File: src/es_pkg.sv
// shared types and constants for the exchange sort engine
package es_pkg;

    localparam int unsigned VALUE_W = 32;

    typedef logic signed [VALUE_W-1:0] value_t;

    typedef enum logic [2:0] {
        ST_COLLECT,
        ST_LOAD,
        ST_ASET,
        ST_SCAN,
        ST_WRBACK,
        ST_EMIT
    } es_state_t;

    // one result beat handed from the sequencer to the output register
    typedef struct packed {
        logic   load;
        value_t value;
        logic   last;
        logic   ovf;
    } es_load_t;

endpackage

File: src/es_if.sv
// valid/ready stream interfaces for the element and result channels
interface es_in_if import es_pkg::*; ();
    logic   valid;
    logic   ready;
    value_t value_in;
    logic   last_in;

    modport source (output valid, output value_in, output last_in, input ready);
    modport sink (input valid, input value_in, input last_in, output ready);
    modport monitor (input valid, input value_in, input last_in, input ready);
endinterface

interface es_out_if import es_pkg::*; ();
    logic   valid;
    logic   ready;
    value_t value_out;
    logic   last_out;
    logic   overflowed;

    modport source (output valid, output value_out, output last_out, output overflowed,
                    input ready);
    modport sink (input valid, input value_out, input last_out, input overflowed,
                  output ready);
    modport monitor (input valid, input value_out, input last_out, input overflowed,
                     input ready);
endinterface

File: src/es_ram.sv
// generic simple dual-port ram with registered read
module es_ram #(
    parameter int unsigned WIDTH = 32,
    parameter int unsigned DEPTH = 64
) (
    input  logic                     clk,
    input  logic                     we,
    input  logic [$clog2(DEPTH)-1:0] waddr,
    input  logic [WIDTH-1:0]         wdata,
    input  logic                     re,
    input  logic [$clog2(DEPTH)-1:0] raddr,
    output logic [WIDTH-1:0]         rdata
);

    logic [WIDTH-1:0] mem [DEPTH];

    always_ff @(posedge clk)
    begin
        if (we)
        begin
            mem[waddr] <= wdata;
        end
        if (re)
        begin
            rdata <= mem[raddr];
        end
    end

endmodule

File: src/es_seq.sv
// fill, exchange sort and readout sequencer around the element store
module es_seq import es_pkg::*; #(
    parameter int unsigned MAX_ELEMENTS = 64,
    localparam int unsigned AW = $clog2(MAX_ELEMENTS),
    localparam int unsigned CW = $clog2(MAX_ELEMENTS + 1)
) (
    input  logic          clk,
    input  logic          rst_n,
    input  logic          in_valid,
    output logic          in_ready,
    input  value_t        in_value,
    input  logic          in_last,
    input  logic          can_load,
    output es_load_t      load,
    output logic          ram_we,
    output logic [AW-1:0] ram_waddr,
    output value_t        ram_wdata,
    output logic          ram_re,
    output logic [AW-1:0] ram_raddr,
    input  value_t        ram_rdata
);

    es_state_t     state_reg, state_next;
    logic [CW-1:0] fill_reg, fill_next;
    logic          ovf_reg, ovf_next;
    logic [AW-1:0] i_reg, i_next;
    logic [AW-1:0] j_reg, j_next;
    logic [CW-1:0] k_reg, k_next;
    logic [AW-1:0] ocnt_reg, ocnt_next;
    logic          pend_reg, pend_next;
    value_t        a_reg, a_next;

    logic          accept;
    logic          room;
    logic [CW-1:0] fill_after;
    logic          swap;
    logic          last_cmp;
    logic          outer_done;
    logic          issue;
    logic          take;
    logic          load_last;

    assign in_ready   = (state_reg == ST_COLLECT);
    assign accept     = in_valid && in_ready;
    assign room       = fill_reg < CW'(MAX_ELEMENTS);
    assign fill_after = room ? fill_reg + CW'(1) : fill_reg;
    assign swap       = a_reg > ram_rdata;
    assign last_cmp   = (CW'(j_reg) + CW'(1)) == fill_reg;
    assign outer_done = (CW'(i_reg) + CW'(2)) == fill_reg;
    assign issue      = (k_reg < fill_reg) && (!pend_reg || can_load);
    assign take       = (state_reg == ST_EMIT) && pend_reg && can_load;
    assign load_last  = (CW'(ocnt_reg) + CW'(1)) == fill_reg;

    assign load.load  = take;
    assign load.value = ram_rdata;
    assign load.last  = load_last;
    assign load.ovf   = ovf_reg;

    // next state
    always_comb
    begin
        state_next = state_reg;
        unique case (state_reg)
            ST_COLLECT:
            begin
                if (accept && in_last)
                begin
                    state_next = (fill_after >= CW'(2)) ? ST_LOAD : ST_EMIT;
                end
            end
            ST_LOAD:   state_next = ST_ASET;
            ST_ASET:   state_next = ST_SCAN;
            ST_SCAN:
            begin
                if (last_cmp)
                begin
                    state_next = ST_WRBACK;
                end
            end
            ST_WRBACK: state_next = outer_done ? ST_EMIT : ST_ASET;
            ST_EMIT:
            begin
                if (take && load_last)
                begin
                    state_next = ST_COLLECT;
                end
            end
            default:   state_next = ST_COLLECT;
        endcase
    end

    // store accesses and datapath
    always_comb
    begin
        fill_next = fill_reg;
        ovf_next  = ovf_reg;
        i_next    = i_reg;
        j_next    = j_reg;
        k_next    = '0;
        ocnt_next = '0;
        pend_next = 1'b0;
        a_next    = a_reg;
        ram_we    = 1'b0;
        ram_waddr = fill_reg[AW-1:0];
        ram_wdata = in_value;
        ram_re    = 1'b0;
        ram_raddr = i_reg;
        unique case (state_reg)
            ST_COLLECT:
            begin
                i_next = '0;
                if (accept)
                begin
                    ram_we    = room;
                    fill_next = fill_after;
                    if (!room)
                    begin
                        ovf_next = 1'b1;
                    end
                end
            end
            ST_LOAD:
            begin
                ram_re = 1'b1;
            end
            ST_ASET:
            begin
                a_next    = ram_rdata;
                ram_re    = 1'b1;
                ram_raddr = i_reg + AW'(1);
                j_next    = i_reg + AW'(1);
            end
            ST_SCAN:
            begin
                ram_we    = swap;
                ram_waddr = j_reg;
                ram_wdata = a_reg;
                if (swap)
                begin
                    a_next = ram_rdata;
                end
                ram_re    = 1'b1;
                ram_raddr = j_reg + AW'(1);
                j_next    = j_reg + AW'(1);
            end
            ST_WRBACK:
            begin
                ram_we    = 1'b1;
                ram_waddr = i_reg;
                ram_wdata = a_reg;
                ram_re    = 1'b1;
                ram_raddr = i_reg + AW'(1);
                i_next    = i_reg + AW'(1);
            end
            ST_EMIT:
            begin
                ram_re    = issue;
                ram_raddr = k_reg[AW-1:0];
                k_next    = issue ? k_reg + CW'(1) : k_reg;
                pend_next = issue || (pend_reg && !can_load);
                ocnt_next = take ? ocnt_reg + AW'(1) : ocnt_reg;
                if (take && load_last)
                begin
                    fill_next = '0;
                    ovf_next  = 1'b0;
                end
            end
            default:
            begin
                fill_next = '0;
            end
        endcase
    end

    always_ff @(posedge clk or negedge rst_n)
    begin
        if (!rst_n)
        begin
            state_reg <= ST_COLLECT;
            fill_reg  <= '0;
            ovf_reg   <= 1'b0;
            i_reg     <= '0;
            j_reg     <= '0;
            k_reg     <= '0;
            ocnt_reg  <= '0;
            pend_reg  <= 1'b0;
        end
        else
        begin
            state_reg <= state_next;
            fill_reg  <= fill_next;
            ovf_reg   <= ovf_next;
            i_reg     <= i_next;
            j_reg     <= j_next;
            k_reg     <= k_next;
            ocnt_reg  <= ocnt_next;
            pend_reg  <= pend_next;
        end
    end

    always_ff @(posedge clk)
    begin
        a_reg <= a_next;
    end

endmodule

File: src/es_out_stage.sv
// output register holding one result beat until the sink takes it
module es_out_stage import es_pkg::*; (
    input  logic     clk,
    input  logic     rst_n,
    input  es_load_t load,
    output logic     can_load,
    es_out_if.source sorted
);

    logic   valid_reg, valid_next;
    value_t value_reg;
    logic   last_reg;
    logic   ovf_reg;

    assign can_load   = !valid_reg || sorted.ready;
    assign valid_next = load.load || (valid_reg && !sorted.ready);

    assign sorted.valid      = valid_reg;
    assign sorted.value_out  = value_reg;
    assign sorted.last_out   = last_reg;
    assign sorted.overflowed = ovf_reg;

    always_ff @(posedge clk or negedge rst_n)
    begin
        if (!rst_n)
        begin
            valid_reg <= 1'b0;
        end
        else
        begin
            valid_reg <= valid_next;
        end
    end

    always_ff @(posedge clk)
    begin
        if (load.load)
        begin
            value_reg <= load.value;
            last_reg  <= load.last;
            ovf_reg   <= load.ovf;
        end
    end

endmodule

File: src/exchange_sort_engine.sv
// top level of the exchange sort engine
//
//   channel    dir   payload                                 beat taken when
//   elements   in    value_in, last_in                       valid && ready
//   sorted     out   value_out, last_out, overflowed         valid && ready
//
// one element beat per cycle while collecting; ready is low from the last
// element until the final result has been loaded into the output register
// sorting a set makes one compare per cycle while scanning,
// bounded by the single read port of the element store
// readout gives one result per cycle when the sink keeps ready high
// the output register lets the final result wait while the next set is collected
// reset clears the fill count and overflow flag; the store itself is not cleared
module exchange_sort_engine import es_pkg::*; #(
    parameter int unsigned MAX_ELEMENTS = 64
) (
    input  logic   clk,
    input  logic   rst_n,
    es_in_if.sink  elements,
    es_out_if.source sorted
);

    localparam int unsigned AW = $clog2(MAX_ELEMENTS);

    es_load_t      load;
    logic          can_load;
    logic          ram_we;
    logic [AW-1:0] ram_waddr;
    value_t        ram_wdata;
    logic          ram_re;
    logic [AW-1:0] ram_raddr;
    value_t        ram_rdata;

    es_ram #(
        .WIDTH (VALUE_W),
        .DEPTH (MAX_ELEMENTS)
    ) u_store (
        .clk   (clk),
        .we    (ram_we),
        .waddr (ram_waddr),
        .wdata (ram_wdata),
        .re    (ram_re),
        .raddr (ram_raddr),
        .rdata (ram_rdata)
    );

    es_seq #(
        .MAX_ELEMENTS (MAX_ELEMENTS)
    ) u_seq (
        .clk       (clk),
        .rst_n     (rst_n),
        .in_valid  (elements.valid),
        .in_ready  (elements.ready),
        .in_value  (elements.value_in),
        .in_last   (elements.last_in),
        .can_load  (can_load),
        .load      (load),
        .ram_we    (ram_we),
        .ram_waddr (ram_waddr),
        .ram_wdata (ram_wdata),
        .ram_re    (ram_re),
        .ram_raddr (ram_raddr),
        .ram_rdata (ram_rdata)
    );

    es_out_stage u_out (
        .clk      (clk),
        .rst_n    (rst_n),
        .load     (load),
        .can_load (can_load),
        .sorted   (sorted)
    );

endmodule

File: src/flat_wrapper.sv
// flat-port wrapper written by rule: the top's interface ports become plain ports
module exchange_sort_engine_flat import es_pkg::*;
#(
    parameter int unsigned MAX_ELEMENTS = 64
)
  (clk, rst_n, elements_valid, elements_value_in, elements_last_in, elements_ready, sorted_valid, sorted_value_out, sorted_last_out, sorted_overflowed, sorted_ready);
  es_in_if elements_i ();
  es_out_if sorted_i ();
  input  logic clk;
  input  logic rst_n;
  input wire logic [$bits(elements_i.valid)-1:0] elements_valid;
  input wire logic [$bits(elements_i.value_in)-1:0] elements_value_in;
  input wire logic [$bits(elements_i.last_in)-1:0] elements_last_in;
  output wire logic [$bits(elements_i.ready)-1:0] elements_ready;
  output wire logic [$bits(sorted_i.valid)-1:0] sorted_valid;
  output wire logic [$bits(sorted_i.value_out)-1:0] sorted_value_out;
  output wire logic [$bits(sorted_i.last_out)-1:0] sorted_last_out;
  output wire logic [$bits(sorted_i.overflowed)-1:0] sorted_overflowed;
  input wire logic [$bits(sorted_i.ready)-1:0] sorted_ready;
  assign elements_i.valid = elements_valid;
  assign elements_i.value_in = elements_value_in;
  assign elements_i.last_in = elements_last_in;
  assign elements_ready = elements_i.ready;
  assign sorted_valid = sorted_i.valid;
  assign sorted_value_out = sorted_i.value_out;
  assign sorted_last_out = sorted_i.last_out;
  assign sorted_overflowed = sorted_i.overflowed;
  assign sorted_i.ready = sorted_ready;
  exchange_sort_engine #(.MAX_ELEMENTS(MAX_ELEMENTS)) u_core (.clk(clk), .rst_n(rst_n), .elements(elements_i), .sorted(sorted_i));
endmodule
File: config.mk
export PLATFORM = sky130hd
export DESIGN_NAME = exchange_sort_engine_flat
export DESIGN_NICKNAME = d
export VERILOG_FILES = /design/src/es_pkg.sv /design/src/es_if.sv /design/src/es_ram.sv /design/src/es_seq.sv /design/src/es_out_stage.sv /design/src/exchange_sort_engine.sv /design/src/flat_wrapper.sv
export SDC_FILE = /design/constraint.sdc
export NUM_CORES = 2
export LEC_CHECK = 0
export BUFFER_PORTS_ARGS = -buffer_cell sky130_fd_sc_hd__buf_4
export CORE_MARGIN = 2
export CORE_UTILIZATION = 40
export CTS_CLUSTER_SIZE = 12
export DETAILED_ROUTE_END_ITERATION = 16
export PLACE_DENSITY_LB_ADDON = 0.08
export RECOVER_POWER = 50
export SLEW_MARGIN = 0
export SYNTH_ARGS = -nofsm -noshare
export SYNTH_HDL_FRONTEND = slang
export SYNTH_SLANG_ARGS = --single-unit
File: constraint.sdc
create_clock -name clk -period 6.2 [get_ports clk]
set_input_delay 0.31 -clock clk [delete_from_list [all_inputs] [get_ports clk]]
set_output_delay 0.31 -clock clk [all_outputs]
set_load 0.1 [all_outputs]
==> summary.txt <==
Clock tree
  • Clock Sinks: roughly 2200
  • CTS resizes: 0
  • Later-pin clock latency in the skew report: between 0.8 and 0.9 ns
  • Count of hold buffers inserted by post-cts repair: 7
  • TritonCTS buffer count: 230
  • Clock root buffer: sky130_fd_sc_hd__clkbuf_16
  • Clock slew at the register clock pins of the worst setup and hold paths: about 0.070 ns
  • Maximum clock insertion buffer count: 3
  • Number of H-tree branching levels: 4
  • Setup bufs post-CTS: 0
  • CTS tree: built

Yosys
  • Cells after Synth: ~5700
  • FF+latch count, synth: about 2200
  • Synth Cell Area: roughly 0.087 sq mm
  • Synthesis Warnings: 0
  • EDFF count, synth: 2146
  • Share of the yosys chip area belonging to registers: between 70% and 80%
  • Async set-or-reset flop fraction in the synthesized netlist: under 10%
  • Count of distinct cell types in the synthesized netlist: a little under 70
  • Post-synth net total: 5795
  • Mean cell area of the mapped netlist: about 15 sq um
  • Prevailing post-synth register cell: sky130_fd_sc_hd__edfxtp_1

Timing
  • Final clock period utilization by the worst path: a little over 90%
  • Setup violation total in the final timing report: 0
  • Final critical-path required period: a little under 6 ns
  • Worst Clk Skew: 0.0440 ns
  • Post-Route Setup TNS: 0 ns
  • Max-slew violation count: 382
  • Final number of hold-violating endpoints: 0
  • Transition at the pin with the smallest max-transition slack: 3.55 ns
  • Slew margin rel.: -137%
  • Minimum hold slack: between 0.15 and 0.2 ns
  • Highest clock rate: approximately 170 MHz
  • Setup repair after global routing missed its margin: false

Global route
  • Pin count of the biggest net entering global routing: 86
  • First-pass GRT wire length: roughly 400 mm
  • Total routing usage reported by global routing: between 20% and 30%
  • Number of global-route vias before repair: 49400
  • Antenna violations before repair: 30
  • Overflow after GRT: 0

Finish
  • Layout cells sized above 1: a little under an eighth
  • Nets@finish: 6012
  • Largest Register: u_core.u_store.mem
  • Number of flip-flops in the largest register: between 2000 and 2500
  • Post-synthesis to final-layout area growth: 14.3%
  • Leading cell type in the layout, fill and taps excluded: sky130_fd_sc_hd__edfxtp_1
  • Most frequent cells in the layout: 2146 x sky130_fd_sc_hd__edfxtp_1, 972 x sky130_fd_sc_hd__nand2_1, 486 x sky130_fd_sc_hd__mux2i_1, 351 x sky130_fd_sc_hd__nand3_1, 233 x sky130_fd_sc_hd__clkbuf_16
  • Final Instance Count excl. Fillers: between 8000 and 9000

Drt
  • Overall via count from detail_route: 52300
  • DR iter-0 viols: roughly 6600
  • Avg Vias per Cell: 5.84
  • Post-route DRC: 0
  • Total iterations of the first detailed-routing run: 5
  • Total Wirelength: approximately 290 mm
  • Post-route ant nets: 0
  • Routed wirelength normalized by instance count: roughly 32 microns

Power
  • Power density of the placed cells: 589 mW/mm^2
  • Share of total power in the clock network: 22.4%
  • Net Sw Power: ~25000 uW
  • Leak Pwr: roughly 0.034 uW
  • Switching Fraction: a little over two fifths
  • Power consumption: between 50000 and 60000 uW
  • Power Internal: 33700 uW
  • Sequential power share: around a third
  • Comb pwr share: a little over two fifths
  • Max IR drop VDD: a little under 0.0006 V

Worst setup path
  • Required time reported for the critical path endpoint: ~6.8 ns
  • Category of the most critical setup path: register to register
  • CP endpoint kind: register
  • Critical Path Fanout Max: 34
  • Slowest-stage cell, CP: sky130_fd_sc_hd__clkbuf_1
  • Buffers and inverters on the worst path: 3
  • CP startpoint kind: register
  • Critical path cell sequence: nor2_1 -> nand2_1 -> clkbuf_1 -> nand2_1 -> clkbuf_1 -> mux2_2 -> clkbuf_2
  • Crit path max-delay family: buffers and inverters
  • Slowest cell delay on critical path: 1.32 ns
  • CP arrival: 6.37 ns

Job
  • Maxcap violations: 14

Outcome
  • Violated checks: capacitance limit, slew limit
  • Outcome: complete, but fails checks

Place
  • Cell Count Post-Placement: around 8500
  • Weighted congestion reported at the end of routability-driven placement: around 0.89
  • Port-buffer cells: 72
  • Post-detail-place hpwl: ~170 mm

Floorplanning
  • Total die area: roughly 0.22 sq mm
  • Top Ports: 73
  • Width of the die: ~470 microns
  • Effective utilization at floorplan: about two fifths
  • Height of the chip: around 470 microns
  • Site row count: 170
  • Placeable core area: between 0.2 and 0.25 sq mm

Min path
  • Hold Path Class: input port to register
## synth_stat cells, types with 45 or more instances
library cell / n / share of area [%]
sky130_fd_sc_hd__a21oi_1: 152 / 0.88
sky130_fd_sc_hd__a31oi_1: 140 / 1.0
sky130_fd_sc_hd__a32oi_1: 184 / 1.9
sky130_fd_sc_hd__and3_1: 96 / 0.69
sky130_fd_sc_hd__buf_2: 117 / 0.67
sky130_fd_sc_hd__clkbuf_1: 185 / 0.80
sky130_fd_sc_hd__edfxtp_1: 2146 / 74
sky130_fd_sc_hd__mux2i_1: 486 / 5.6
sky130_fd_sc_hd__nand2_1: 976 / 4.2
sky130_fd_sc_hd__nand3_1: 357 / 2.1
sky130_fd_sc_hd__nor2_1: 53 / 0.23
sky130_fd_sc_hd__nor3_1: 88 / 0.51
sky130_fd_sc_hd__nor4_1: 45 / 0.32
sky130_fd_sc_hd__o21ai_0: 65 / 0.37
sky130_fd_sc_hd__o22ai_1: 90 / 0.65
## final timing paths
path | startpoint | end | slack (ns) | cells after the start
hold / removal | elements_value_in[10] | u_core.u_store.mem[23][10]$_DFFE_PP_ | 0.16 | 2
max in group asynchronous | rst_n | u_core.u_seq.k_reg[5]$_DFFE_PN0P_ | 3.28 | 4
hold reg to reg | u_core.u_seq.ovf_reg$_DFFE_PN0P_ | u_core.u_out.sorted.overflowed$_DFFE_PP_ | 0.48 | 0
min in group asynchronous | rst_n | u_core.u_seq.fill_reg[0]$_DFFE_PN0P_ | 1.53 | 4
setup / recovery | u_core.u_seq.state_reg[1]$_DFFE_PN0P_ | u_core.u_store.mem[31][11]$_DFFE_PP_ | 0.42 | 7
setup reg to reg | u_core.u_seq.state_reg[1]$_DFFE_PN0P_ | u_core.u_store.mem[31][11]$_DFFE_PP_ | 0.42 | 7
## cells by family (layout without fill, tap and decap cells)
family	count (synthesis)	after routing	share of synthesized area (%)
compound gates	799	799	6.43
flops	2184	2184	75.4
buf+inv	413	814	2.12
xor+xnor	36	36	0.372
mux	527	527	6.24
fa+ha+maj	44	44	0.634
other cells	0	11	0
simple gates	1711	1711	8.83
## power groups by stage
stage	Clock (uW)	Sequential [uW]	Combinational, uW
2_1_floorplan	0	19700	14600
4_1_cts	13300	19700	25600
3_3_place_gp	0	20000	25400
6_report	13100	19800	25500
5_1_grt	13800	19900	26900
3_5_place_dp	0	20000	25500
## routing by layer
| layer | share of wire [%] | routed length, microns | track usage (%) | vias up |
|---|---|---|---|---|
| met5 | 0.016 | 47 | 0 | - |
| met4 | 3.2 | 9320 | 7.47 | 8 |
| met3 | 7.7 | 22000 | 4.31 | 361 |
| met2 | 44 | 126000 | 38.1 | 2128 |
| met1 | 45 | 129000 | 38.0 | 27200 |
| li1 | - | - | - | 22600 |
## final cells by class
class	count	area, sq um
antenna	11	27.5
sequential	2184	65400
multi-input combinational	3117	20000
clock inverter	116	871
timing repair buffer	355	2930
inverter	43	161
clock buffer	300	6160
fill	18900	116000
tap	2838	3550
## through the flow
stage	setup WS, ns	utilization [%]	area, sq um
6_report	0.415	46.1	99100
2_1_floorplan	1.32	-	86800
3_5_place_dp	0.444	42.9	92400
5_1_grt	0.155	46.1	99100
3_3_place_gp	0.192	42.9	92300
4_1_cts	0.356	46.3	99500
Note: power is estimated with default switching activity, not from simulation.
